==> src/sv/pmf_pkg.sv <==
// Shared types and constants for the priority merge FIFO block.
// Used by every module under sv/; no dependencies of its own.
package pmf_pkg;

  localparam int SRC_DEPTH = 16;
  localparam int UNI_CAP   = 10;
  localparam int SRC_CNT_W = $clog2(SRC_DEPTH + 1);
  localparam int UNI_CNT_W = $clog2(UNI_CAP + 1);
  localparam int TICKET_W  = 32;

  typedef logic signed [TICKET_W-1:0] ticket_t;

  typedef enum logic [1:0] {
    KIND_ADD_NORMAL = 2'd0,
    KIND_ADD_HIGH   = 2'd1,
    KIND_REMOVE     = 2'd2,
    KIND_MERGE      = 2'd3
  } kind_t;

  typedef enum logic [2:0] {
    STAT_OK         = 3'd0,
    STAT_BOTH_EMPTY = 3'd1,
    STAT_UNI_FULL   = 3'd2,
    STAT_UNI_EMPTY  = 3'd3,
    STAT_SRC_FULL   = 3'd4
  } status_t;

  typedef enum logic {
    ST_IDLE  = 1'b0,
    ST_MERGE = 1'b1
  } state_t;

  typedef struct packed {
    kind_t   kind;
    ticket_t ticket;
  } in_item_t;

  typedef struct packed {
    status_t     status;
    ticket_t     removed_ticket;
    logic [3:0]  moved_count;
    logic [3:0]  unified_count;
    logic [4:0]  high_count;
    logic [4:0]  normal_count;
  } out_item_t;

  typedef struct packed {
    logic push;
    logic pop;
  } fifo_ctl_t;

endpackage

==> src/sv/pmf_cell.sv <==
// One storage cell of a shifting ticket chain.
// Depends on pmf_pkg for the ticket type.
module pmf_cell (
  input  logic             clk,
  input  logic             load_en,
  input  logic             shift_en,
  input  pmf_pkg::ticket_t load_data,
  input  pmf_pkg::ticket_t shift_data,
  output pmf_pkg::ticket_t data
);

  pmf_pkg::ticket_t data_r;

  always_ff @(posedge clk) begin
    if (load_en) begin
      data_r <= load_data;
    end else if (shift_en) begin
      data_r <= shift_data;
    end
  end

  assign data = data_r;

endmodule

==> src/sv/pmf_src_fifo.sv <==
// Source ticket queue: a chain of pmf_cell entries that shifts toward the head on pop.
// Depends on pmf_pkg and pmf_cell.
module pmf_src_fifo (
  input  logic                             clk,
  input  logic                             rst_n,
  input  pmf_pkg::fifo_ctl_t               ctl,
  input  pmf_pkg::ticket_t                 push_data,
  output pmf_pkg::ticket_t                 head_data,
  output logic [pmf_pkg::SRC_CNT_W-1:0]    fill
);

  logic [pmf_pkg::SRC_CNT_W-1:0] fill_r;
  logic [pmf_pkg::SRC_CNT_W-1:0] fill_nxt;
  logic [pmf_pkg::SRC_CNT_W-1:0] wr_idx;
  pmf_pkg::ticket_t              cell_q  [pmf_pkg::SRC_DEPTH];
  pmf_pkg::ticket_t              shift_d [pmf_pkg::SRC_DEPTH];

  assign wr_idx = ctl.pop ? fill_r - pmf_pkg::SRC_CNT_W'(1) : fill_r;

  always_comb begin
    fill_nxt = fill_r;
    if (ctl.push && !ctl.pop) begin
      fill_nxt = fill_r + pmf_pkg::SRC_CNT_W'(1);
    end else if (ctl.pop && !ctl.push) begin
      fill_nxt = fill_r - pmf_pkg::SRC_CNT_W'(1);
    end
  end

  always_ff @(posedge clk) begin
    if (!rst_n) begin
      fill_r <= '0;
    end else begin
      fill_r <= fill_nxt;
    end
  end

  for (genvar i = 0; i < pmf_pkg::SRC_DEPTH; i++) begin : g_cell
    if (i < pmf_pkg::SRC_DEPTH - 1) begin : g_mid
      assign shift_d[i] = cell_q[i+1];
    end else begin : g_last
      assign shift_d[i] = '0;
    end
    pmf_cell u_cell (
      .clk        (clk),
      .load_en    (ctl.push && (wr_idx == pmf_pkg::SRC_CNT_W'(i))),
      .shift_en   (ctl.pop),
      .load_data  (push_data),
      .shift_data (shift_d[i]),
      .data       (cell_q[i])
    );
  end

  assign head_data = cell_q[0];
  assign fill      = fill_r;

endmodule

==> src/sv/pmf_uni_fifo.sv <==
// Unified output queue: a chain of pmf_cell entries that shifts toward the head on pop.
// Depends on pmf_pkg and pmf_cell.
module pmf_uni_fifo (
  input  logic                             clk,
  input  logic                             rst_n,
  input  pmf_pkg::fifo_ctl_t               ctl,
  input  pmf_pkg::ticket_t                 push_data,
  output pmf_pkg::ticket_t                 head_data,
  output logic [pmf_pkg::UNI_CNT_W-1:0]    fill
);

  logic [pmf_pkg::UNI_CNT_W-1:0] fill_r;
  logic [pmf_pkg::UNI_CNT_W-1:0] fill_nxt;
  logic [pmf_pkg::UNI_CNT_W-1:0] wr_idx;
  pmf_pkg::ticket_t              cell_q  [pmf_pkg::UNI_CAP];
  pmf_pkg::ticket_t              shift_d [pmf_pkg::UNI_CAP];

  assign wr_idx = ctl.pop ? fill_r - pmf_pkg::UNI_CNT_W'(1) : fill_r;

  always_comb begin
    fill_nxt = fill_r;
    if (ctl.push && !ctl.pop) begin
      fill_nxt = fill_r + pmf_pkg::UNI_CNT_W'(1);
    end else if (ctl.pop && !ctl.push) begin
      fill_nxt = fill_r - pmf_pkg::UNI_CNT_W'(1);
    end
  end

  always_ff @(posedge clk) begin
    if (!rst_n) begin
      fill_r <= '0;
    end else begin
      fill_r <= fill_nxt;
    end
  end

  for (genvar i = 0; i < pmf_pkg::UNI_CAP; i++) begin : g_cell
    if (i < pmf_pkg::UNI_CAP - 1) begin : g_mid
      assign shift_d[i] = cell_q[i+1];
    end else begin : g_last
      assign shift_d[i] = '0;
    end
    pmf_cell u_cell (
      .clk        (clk),
      .load_en    (ctl.push && (wr_idx == pmf_pkg::UNI_CNT_W'(i))),
      .shift_en   (ctl.pop),
      .load_data  (push_data),
      .shift_data (shift_d[i]),
      .data       (cell_q[i])
    );
  end

  assign head_data = cell_q[0];
  assign fill      = fill_r;

endmodule

==> src/sv/priority_merge_into_bounded_fifo.sv <==
// Strict-priority merge of a high and a normal ticket queue into a bounded unified queue.
// Depends on pmf_pkg, pmf_src_fifo and pmf_uni_fifo.
//
// Input channel in_valid/in_stall/in_data carries one request per transfer: add a ticket
// to the normal or high queue, remove the head of the unified queue, or merge.
// Every request answers with exactly one result on out_valid/out_stall/out_data.
// Adds and removes finish in the accept cycle; the result is valid on the next cycle.
// A merge moves one ticket per cycle from the high queue, then the normal queue, into
// the unified queue until it is full or both sources are empty; the result reports
// the number moved in moved_count. The single move path between the source chains
// and the unified chain sets that rate.
// Only one request is in flight; in_stall is high while a merge runs or while a
// result waits in the output register under out_stall.
// Synchronous reset empties all three queues and drops any pending result; no
// clearing pass is needed. While out_stall is high a pending result holds and no new
// request is taken.
module priority_merge_into_bounded_fifo (
  input  logic                clk,
  input  logic                rst_n,
  input  logic                in_valid,
  output logic                in_stall,
  input  pmf_pkg::in_item_t   in_data,
  output logic                out_valid,
  input  logic                out_stall,
  output pmf_pkg::out_item_t  out_data
);

  pmf_pkg::state_t               state_r;
  pmf_pkg::state_t               state_nxt;
  logic [pmf_pkg::UNI_CNT_W-1:0] moved_r;
  logic [pmf_pkg::UNI_CNT_W-1:0] moved_nxt;
  logic                          out_valid_r;
  logic                          out_valid_nxt;
  pmf_pkg::out_item_t            out_data_r;
  pmf_pkg::out_item_t            out_data_nxt;

  pmf_pkg::fifo_ctl_t            high_ctl;
  pmf_pkg::fifo_ctl_t            norm_ctl;
  pmf_pkg::fifo_ctl_t            uni_ctl;
  pmf_pkg::ticket_t              high_head;
  pmf_pkg::ticket_t              norm_head;
  pmf_pkg::ticket_t              uni_head;
  pmf_pkg::ticket_t              uni_push_data;
  logic [pmf_pkg::SRC_CNT_W-1:0] high_fill;
  logic [pmf_pkg::SRC_CNT_W-1:0] norm_fill;
  logic [pmf_pkg::UNI_CNT_W-1:0] uni_fill;

  logic accept;
  logic out_take;
  logic high_full;
  logic norm_full;
  logic high_empty;
  logic norm_empty;
  logic uni_full;
  logic uni_empty;

  assign high_full  = (high_fill == pmf_pkg::SRC_CNT_W'(pmf_pkg::SRC_DEPTH));
  assign norm_full  = (norm_fill == pmf_pkg::SRC_CNT_W'(pmf_pkg::SRC_DEPTH));
  assign high_empty = (high_fill == '0);
  assign norm_empty = (norm_fill == '0);
  assign uni_full   = (uni_fill == pmf_pkg::UNI_CNT_W'(pmf_pkg::UNI_CAP));
  assign uni_empty  = (uni_fill == '0);

  assign out_take = out_valid_r && !out_stall;
  assign in_stall = (state_r != pmf_pkg::ST_IDLE) || (out_valid_r && out_stall);
  assign accept   = in_valid && !in_stall;

  always_comb begin
    state_nxt     = state_r;
    moved_nxt     = moved_r;
    out_valid_nxt = out_valid_r && !out_take;
    out_data_nxt  = out_data_r;
    high_ctl      = '0;
    norm_ctl      = '0;
    uni_ctl       = '0;
    uni_push_data = high_empty ? norm_head : high_head;

    unique case (state_r)
      pmf_pkg::ST_IDLE: begin
        if (accept) begin
          out_data_nxt.status         = pmf_pkg::STAT_OK;
          out_data_nxt.removed_ticket = '0;
          out_data_nxt.moved_count    = '0;
          out_data_nxt.unified_count  = 4'(uni_fill);
          out_data_nxt.high_count     = 5'(high_fill);
          out_data_nxt.normal_count   = 5'(norm_fill);
          out_valid_nxt               = 1'b1;
          unique case (in_data.kind)
            pmf_pkg::KIND_ADD_NORMAL: begin
              if (norm_full) begin
                out_data_nxt.status = pmf_pkg::STAT_SRC_FULL;
              end else begin
                norm_ctl.push             = 1'b1;
                out_data_nxt.normal_count = 5'(norm_fill + pmf_pkg::SRC_CNT_W'(1));
              end
            end
            pmf_pkg::KIND_ADD_HIGH: begin
              if (high_full) begin
                out_data_nxt.status = pmf_pkg::STAT_SRC_FULL;
              end else begin
                high_ctl.push           = 1'b1;
                out_data_nxt.high_count = 5'(high_fill + pmf_pkg::SRC_CNT_W'(1));
              end
            end
            pmf_pkg::KIND_REMOVE: begin
              if (uni_empty) begin
                out_data_nxt.status = pmf_pkg::STAT_UNI_EMPTY;
              end else begin
                uni_ctl.pop                 = 1'b1;
                out_data_nxt.removed_ticket = uni_head;
                out_data_nxt.unified_count  = 4'(uni_fill - pmf_pkg::UNI_CNT_W'(1));
              end
            end
            pmf_pkg::KIND_MERGE: begin
              if (high_empty && norm_empty) begin
                out_data_nxt.status = pmf_pkg::STAT_BOTH_EMPTY;
              end else if (uni_full) begin
                out_data_nxt.status = pmf_pkg::STAT_UNI_FULL;
              end else begin
                out_valid_nxt = 1'b0;
                moved_nxt     = '0;
                state_nxt     = pmf_pkg::ST_MERGE;
              end
            end
            default: begin
              out_valid_nxt = out_valid_r && !out_take;
            end
          endcase
        end
      end
      pmf_pkg::ST_MERGE: begin
        if (!uni_full && !(high_empty && norm_empty)) begin
          uni_ctl.push = 1'b1;
          high_ctl.pop = !high_empty;
          norm_ctl.pop = high_empty;
          moved_nxt    = moved_r + pmf_pkg::UNI_CNT_W'(1);
        end else begin
          out_data_nxt.status         = pmf_pkg::STAT_OK;
          out_data_nxt.removed_ticket = '0;
          out_data_nxt.moved_count    = 4'(moved_r);
          out_data_nxt.unified_count  = 4'(uni_fill);
          out_data_nxt.high_count     = 5'(high_fill);
          out_data_nxt.normal_count   = 5'(norm_fill);
          out_valid_nxt               = 1'b1;
          state_nxt                   = pmf_pkg::ST_IDLE;
        end
      end
      default: begin
        state_nxt = pmf_pkg::ST_IDLE;
      end
    endcase
  end

  always_ff @(posedge clk) begin
    if (!rst_n) begin
      state_r     <= pmf_pkg::ST_IDLE;
      moved_r     <= '0;
      out_valid_r <= 1'b0;
    end else begin
      state_r     <= state_nxt;
      moved_r     <= moved_nxt;
      out_valid_r <= out_valid_nxt;
    end
  end

  always_ff @(posedge clk) begin
    out_data_r <= out_data_nxt;
  end

  pmf_src_fifo u_high (
    .clk       (clk),
    .rst_n     (rst_n),
    .ctl       (high_ctl),
    .push_data (in_data.ticket),
    .head_data (high_head),
    .fill      (high_fill)
  );

  pmf_src_fifo u_norm (
    .clk       (clk),
    .rst_n     (rst_n),
    .ctl       (norm_ctl),
    .push_data (in_data.ticket),
    .head_data (norm_head),
    .fill      (norm_fill)
  );

  pmf_uni_fifo u_uni (
    .clk       (clk),
    .rst_n     (rst_n),
    .ctl       (uni_ctl),
    .push_data (uni_push_data),
    .head_data (uni_head),
    .fill      (uni_fill)
  );

  assign out_valid = out_valid_r;
  assign out_data  = out_data_r;

endmodule
==> config.mk <==
export PLATFORM = sky130hd
export DESIGN_NAME = priority_merge_into_bounded_fifo
export DESIGN_NICKNAME = d
export VERILOG_FILES = /design/src/sv/pmf_pkg.sv /design/src/sv/pmf_cell.sv /design/src/sv/pmf_src_fifo.sv /design/src/sv/pmf_uni_fifo.sv /design/src/sv/priority_merge_into_bounded_fifo.sv
export SDC_FILE = /design/constraint.sdc
export NUM_CORES = 2
export LEC_CHECK = 0
export BUFFER_PORTS_ARGS = -buffer_cell sky130_fd_sc_hd__buf_2
export CAP_MARGIN = 0
export CORE_AREA = 2 2 314 316
export DETAILED_ROUTE_END_ITERATION = 8
export DIE_AREA = 0 0 316 318
export HOLD_SLACK_MARGIN = 0.02
export PLACE_DENSITY = 0.81
export SETUP_SLACK_MARGIN = 0.5
export SYNTH_ARGS = -nofsm -noshare
export SYNTH_HDL_FRONTEND = slang
export SYNTH_SLANG_ARGS = --single-unit
export TNS_END_PERCENT = 1
==> constraint.sdc <==
create_clock -name clk -period 8.6 [get_ports clk]
set_clock_uncertainty 0.1 [all_clocks]
set_input_delay 2.58 -clock clk [delete_from_list [all_inputs] [get_ports clk]]
set_output_delay 2.58 -clock clk [all_outputs]
set_load 0.005 [all_outputs]
# After elaboration in Yosys (flattened, before gate mapping)
# Index checks and enable logic that the tools add are counted.
word_totals:
  n_memories: 0
  rom_bits: 0
  ram_bits: 0
  word_cells: 380
  output_inout_bits: 55
  input_bits: 38
  reg_bits: 1417
  latchBits: 0
classes:
  addsub: 7
  multipliers: 0
  muxes: 146
  shift: 0
  n_div: 0
  eq_ne: 51
  n_lt_le_gt_ge: 0
  n_bitwise: 1
  reduce_logical: 121
ops:
  columns: ["operator", "count"]
  rows:
  - ["32-bit 2-to-1 mux", 87]
  - ["53-bit 2-to-1 mux", 2]
  - ["53-bit case mux with 2 select lines", 1]
  - ["2-bit nonzero test", 45]
  - ["5-bit by 4-bit == test with 1-bit output, second input constant", 16]
  - ["1-bit logical AND", 54]
  - ["5-bit 2-to-1 mux", 10]
  - ["5-bit by 3-bit == test with 1-bit output, second input constant", 8]
  - ["4-bit 2-to-1 mux", 10]
  - ["1-bit 2-to-1 mux", 27]
  - ["5-bit by 2-bit == test with 1-bit output, second input constant", 4]
  - ["5-bit logical NOT", 4]
  - ["4-bit by 3-bit == test with 1-bit output, second input constant", 4]
  - ["4-bit == test, second input constant", 3]
  - ["1-bit logical NOT", 12]
  - ["3-bit case mux with 4 select lines", 1]
  - ["5-bit by 1-bit adder with 5-bit output, second input constant", 2]
  - ["5-bit by 1-bit == test with 1-bit output, second input constant", 2]
  - ["5-bit == test, second input constant", 2]
  - ["5-bit by 1-bit subtractor with 5-bit output, second input constant", 2]
  - ["4-bit by 1-bit adder with 4-bit output, second input constant", 2]
  - ["4-bit by 2-bit == test with 1-bit output, second input constant", 2]
  - ["4-bit logical NOT", 2]
  - ["2-bit inequality test, second input constant", 4]
  - ["other kinds (14)", 20]

# Longest topological paths before layout
logic_depth:
  ltp_word: 10
  mapped_depth: 13
  ltp_nobuf: 10

# Hierarchy
# A second synthesis with hierarchy kept.
hier_totals:
  cells_unflattened: 3369
  hier_area_um2: 67994.0
modules_own_cells:
  columns: ["module", "instances", "seq_area_each_um2", "cells_per_inst", "area_per_inst_um2"]
  rows:
  - ["pmf_cell", 42, 960.9, 69, 1507.7]
  - ["priority_merge_into_bounded_fifo", 1, 1711.6, 239, 3010.4]
  - ["pmf_src_fifo", 2, 100.1, 82, 578.1]
  - ["pmf_uni_fifo", 1, 80.1, 68, 504.2]

# Worst setup path after synthesis
# OpenSTA, ideal clock, no wires.
synth_path:
  path_type: "in2reg"
  startpoint: "input port in_data[32] (netlist name)"
  endpoint: "register u_norm.g_cell[1].u_cell.data_r[0], enable pin"
  required_time_ps: 8030
  arrival_time_ps: 6195
  setup_ps: 470
  n_path_buf: 1
  setup_slack_ps: 1835
  stages: 6
  path_cell_list: "clkbuf_1 -> nor3_1 -> nand3_1 -> a21oi_2 -> nand2_1 -> o31ai_1"
synth_between:
  elab_chain_cells: 6
synth_lines:
  columns: ["element", "line_no", "text"]
  rows:
  - ["from (decl)", "priority_merge_into_bounded_fifo.sv:22", "input pmf_pkg::in_item_t in_data,"]
  - ["2-bit logical NOT", "priority_merge_into_bounded_fifo.sv:88", "unique case (in_data.kind)"]
  - ["1-bit 2-to-1 mux", "priority_merge_into_bounded_fifo.sv:88", null]
  - ["1-bit 2-to-1 mux", "priority_merge_into_bounded_fifo.sv:80", "if (accept) begin"]
  - ["1-bit 2-to-1 mux", "priority_merge_into_bounded_fifo.sv:78", "unique case (state_r)"]
  - ["1-bit logical AND", "pmf_src_fifo.sv:45", ".load_en (ctl.push && (wr_idx == pmf_pkg::SRC_CNT_W'(i))),"]
  - ["2-bit nonzero test (no line)", null, null]
  - ["to (signal assigned)", "pmf_cell.sv:16", "data_r <= load_data;"]
  - ["to (signal assigned)", "pmf_cell.sv:18", "data_r <= shift_data;"]
  - ["to (decl)", "pmf_cell.sv:12", "pmf_pkg::ticket_t data_r;"]
# No other way between the ends.
# A chain may end at the register's enable or synchronous reset.

# Worst setup path after layout
layout_path:
  startpoint: "input port in_data[32] (netlist name)"
  endpoint: "register u_high.g_cell[15].u_cell.data_r[7], enable pin"
layout_between:
  elab_chain_cells: 6
layout_lines:
  columns: ["element", "line_no"]
  rows:
  - ["2-bit by 1-bit == test with 1-bit output", "priority_merge_into_bounded_fifo.sv:88"]
  - ["1-bit 2-to-1 mux", "priority_merge_into_bounded_fifo.sv:88"]
  - ["1-bit 2-to-1 mux", "priority_merge_into_bounded_fifo.sv:80"]
  - ["1-bit 2-to-1 mux", "priority_merge_into_bounded_fifo.sv:78"]
  - ["1-bit logical AND", "pmf_src_fifo.sv:45"]
  - ["2-bit nonzero test (no line)", null]
  - ["to (signal assigned)", "pmf_cell.sv:16"]
  - ["to (signal assigned)", "pmf_cell.sv:18"]
  - ["to (decl)", "pmf_cell.sv:12"]
# No other way between the ends.

==> flow_summary_export.csv <==
group,metric,value,unit
status,status,"completed",
logic_synthesis,syn_avg_cell_area,16.6,um2
global_route,grt_max_degree,66,
setup_path,cp_top_family,"simple AND/OR/NAND/NOR gates",
finish,layout.nets,3733,
logic_synthesis,syn_nets,3723,
hold_path,min_path_type,"reg2reg",
logic_synthesis,yosysSeqAreaShare,69.5,%
die,initial_utilization,62.5,%
setup_path,endpoint_kind,"flop",
timing,min_period,5.88,ns
logic_synthesis,muxShareOfSynthArea,21.1,%
place,numPortBuffers,92,
timing,finalSetupTns,0,ns
clock_network,cts_resized,0,
power_and_ir_drop,p_leak,0.0232,uW
finish,regArea,0.0424,mm2
global_route,antenna_found_initial,3,
logic_synthesis,ys_seq_elements,1417,
setup_path,cp_max_fo,33,
clock_network,cts_setup_buffers,0,
global_route,use_met2,34.0,%
power_and_ir_drop,power_density,206,mW/mm2
logic_synthesis,yosys.area_share.simple,4.88,%
timing,max_slew_margin,12.6,%
setup_path,crit_required,8.92,ns
setup_path,cp-start-kind,"input port",
timing,setup_viol,0,
die,die_y,318,um
die,row_count,115,
detailed_routing,avgViaCountPerCell,5.82,
die,ios,93,
clock_network,cts_hold_buf,0,
setup_path,crit_path_frequent_cell,"nand2_1",
global_route,use_met1,29.6,%
finish,area.growth.synth_to_final,9.28,%
setup_path,critical_path_class,"in2reg",
clock_network,clk_latency,0.72,ns
place,place_area,0.0623,mm2
clock_network,path_clk_slew,0.06,ns
global_route,grt-busiest-layer,"met2",
timing,worst_pin_slew,1.31,ns
detailed_routing,routed_wl,105000,um
setup_path,crit_chain,"buf_2 > nor3b_2 > and4b_1 > nand2_1 > nor2b_2 > inv_1 > nand2_1 > buf_4",
finish,fillCellCount,5910,
global_route,grt_pass1_wl,168000,um
timing,post-route-period-util,68.4,%
detailed_routing,drt_iter0_drc,2348,
logic_synthesis,synth_xor_xnor_area_share,0.273,%
logic_synthesis,synth_warnings,0,
setup_path,rrSetupSlack,3.17,ns
global_route,grt_usage,21.3,%
detailed_routing,firstDrtPassIters,6,
timing,hold_slack,0.409,ns
logic_synthesis,synthFlopType,"edfxtp_1",
timing,rsz0062_at_grt,"no",
clock_network,numCtsBuffers,139,
power_and_ir_drop,max-vdd-ir-drop,196,uV
logic_synthesis,synthArstFlopShare,0,%
setup_path,path_buf_inv,3,
detailed_routing,drc,0,
clock_network,htree_num_levels,4,
global_route,use_met3,3.13,%
detailed_routing,vias,29590,
logic_synthesis,synth_top_family_by_area,"multiplexers",
finish,layoutNonFillerInstCount,5081,
place,dpl.cell_count,4830,
place,place_congestion,0.792,
logic_synthesis,synth-adder-area-share,0.226,%
logic_synthesis,synth_compound_area_share,1.78,%
timing,finalWorstSetupSlack,2.72,ns
die,die_w,316,um
clock_network,root_buffer,"clkbuf_16",
finish,multiInputGateArea,0.0173,mm2
global_route,grt_overflow,0,
finish,drive_gt1_share,39.5,%
place,dp_slack,2.06,ns
finish,finalInstanceArea,0.0666,mm2
clock_network,ctsLongestPathBuffers,3,
die,die_area,0.100,mm2
logic_synthesis,syn-cell-area,0.0609,mm2
timing,drv_slew,0,
setup_path,slowest_stage,"nor2b_2",
setup_path,arrival,6.20,ns
detailed_routing,wl_per_cell,20.7,um
logic_synthesis,synth-edff-count,1397,
clock_network,cts_tree,"yes",
logic_synthesis,synth_cell_types,62,
clock_network,cts_sinks,1417,
place,dp_hpwl,65500,um
timing,finalHoldViolCount,0,
timing,fmax,0.170,GHz
logic_synthesis,syn_inst,3674,
die,fp.coreArea,0.0974,mm2
flow_run,maxCapViolCount,0,
setup_path,cp_slowest_stage_delay,0.84,ns
global_route,grt_pass1_vias,29650,
detailed_routing,ant_nets,0,
==> worst min-delay path: cells and delay by family, from the launching register on <==
kind,cells,cell delay (ns)
and+or+nand+nor,1,0.07
DFF,1,0.34
xor gates and xnor gates,1,0.07
==> kinds of logic after synthesis <==
logic type | Yosys count
muxes | 1129
and+or+nand+nor | 599
AOI/OAI and AO/OA | 197
xor gates and xnor gates | 19
adders and majority gates | 11
DFF | 1417
buffers and inverters | 302
==> report_power, final <==
| part | switching (uW) | internal, uW | total [uW] |
|---|---|---|---|
| combinational | 312 | 94.5 | 406 |
| sequential | 21.0 | 7550 | 7570 |
| clock | 2460 | 3260 | 5720 |
| total | 2790 | 10900 | 13700 |
==> layout by cell type (no fill, tap or decap), types with 12 or more instances in the layout <==
master     synthesis  layout
mux2_1            20      20
nor2_1           115     115
and3_1            36      36
edfxtp_1        1397    1397
clkbuf_16          0     143
nand2_1          240     240
mux2_4            39      39
clkinv_1           1      32
dfxtp_1           20      20
a21oi_1           73      71
buf_2             78      92
mux2_2          1065    1065
and2_1           113     113
clkbuf_1         153      28
buf_4             18      67
xnor2_1           12      12
clkinv_2           0      26
o21ai_0           87      78
nand3_1           19      19
==> layer usage <==
metal,routed length [um],up-vias
li1,-,13990
met1,46300,14720
met2,50600,691
met3,4690,189
met4,3810,0
met5,0,-
==> path summary, 6_finish.rpt <==
kind / start / to / depth (start not counted)
max: in_data[32] / u_high.g_cell[15].u_cell.data[7]$_SDFFCE_PN0P_ / 8
max reg2reg: u_high.fill[0]$_SDFFE_PN0P_ / u_high.g_cell[13].u_cell.data[6]$_DFFE_PP_ / 8
min: moved_r[3]$_SDFFE_PN0P_ / moved_r[3]$_SDFFE_PN0P_ / 2
min reg2reg: moved_r[3]$_SDFFE_PN0P_ / moved_r[3]$_SDFFE_PN0P_ / 2
==> registers in the layout, summed over array words and instances (netlist names) <==
name                       flops
u_norm.g_cell.u_cell.data    512
out_data                      53
state_r                        1
u_high.g_cell.u_cell.data    512
u_norm.fill                    5
u_uni.fill                     4
u_uni.g_cell.u_cell.data     320
moved_r                        4
u_high.fill                    5
out_valid                      1
==> cells in the mapped netlist, drive strengths merged (2+ instances only) <==
cell     instances  area share, %
xnor2           12           0.17
and4b            2          0.033
or3b             2          0.029
edfxtp        1397             69
clkbuf         154           0.95
dfxtp           20           0.66
nor4             3           0.10
nor2b            9          0.092
nor4b            5          0.092
xor2             7           0.10
or2              9          0.092
a21oi           74           0.61
nor3b            6          0.099
nand3           19           0.16
o22ai            2          0.021
and3            36           0.37
and3b            4          0.057
nand3b           4          0.049
o311ai           4          0.057
nand2b           5          0.051
o21ai           91           0.76
a31oi            5          0.051
mux2          1124             21
nand4bb          2          0.037
buf            136            1.2
nand4           11           0.11
nand2          240            1.5
or4b             2          0.039
a21boi           8          0.099
inv             11          0.068
mux2i            5          0.082
o31ai            4          0.049
o41ai            2          0.029
ha              11           0.23
nor3            10          0.090
and2           113            1.2
nor2           115           0.71
==> area by class of cell <==
cell class	count	area share [%]
Sequential cell	1417	63.6
Multi-Input combinational cell	1955	26.0
Clock buffer	172	5.55
Tap cell	1287	2.42
Timing Repair Buffer	159	1.45
Clock inverter	77	0.855
Inverter	12	0.0677
Antenna cell	2	0.00752
==> metrics by stage <==
stage          util [%]  total power [uW]
2_1_floorplan         -              7940
3_3_place_gp       64.0              8100
3_5_place_dp       64.0              8120
4_1_cts            68.3             13800
5_1_grt            68.4             14100
6_report           68.4             13700
Note: power is estimated with default switching activity, not from simulation.
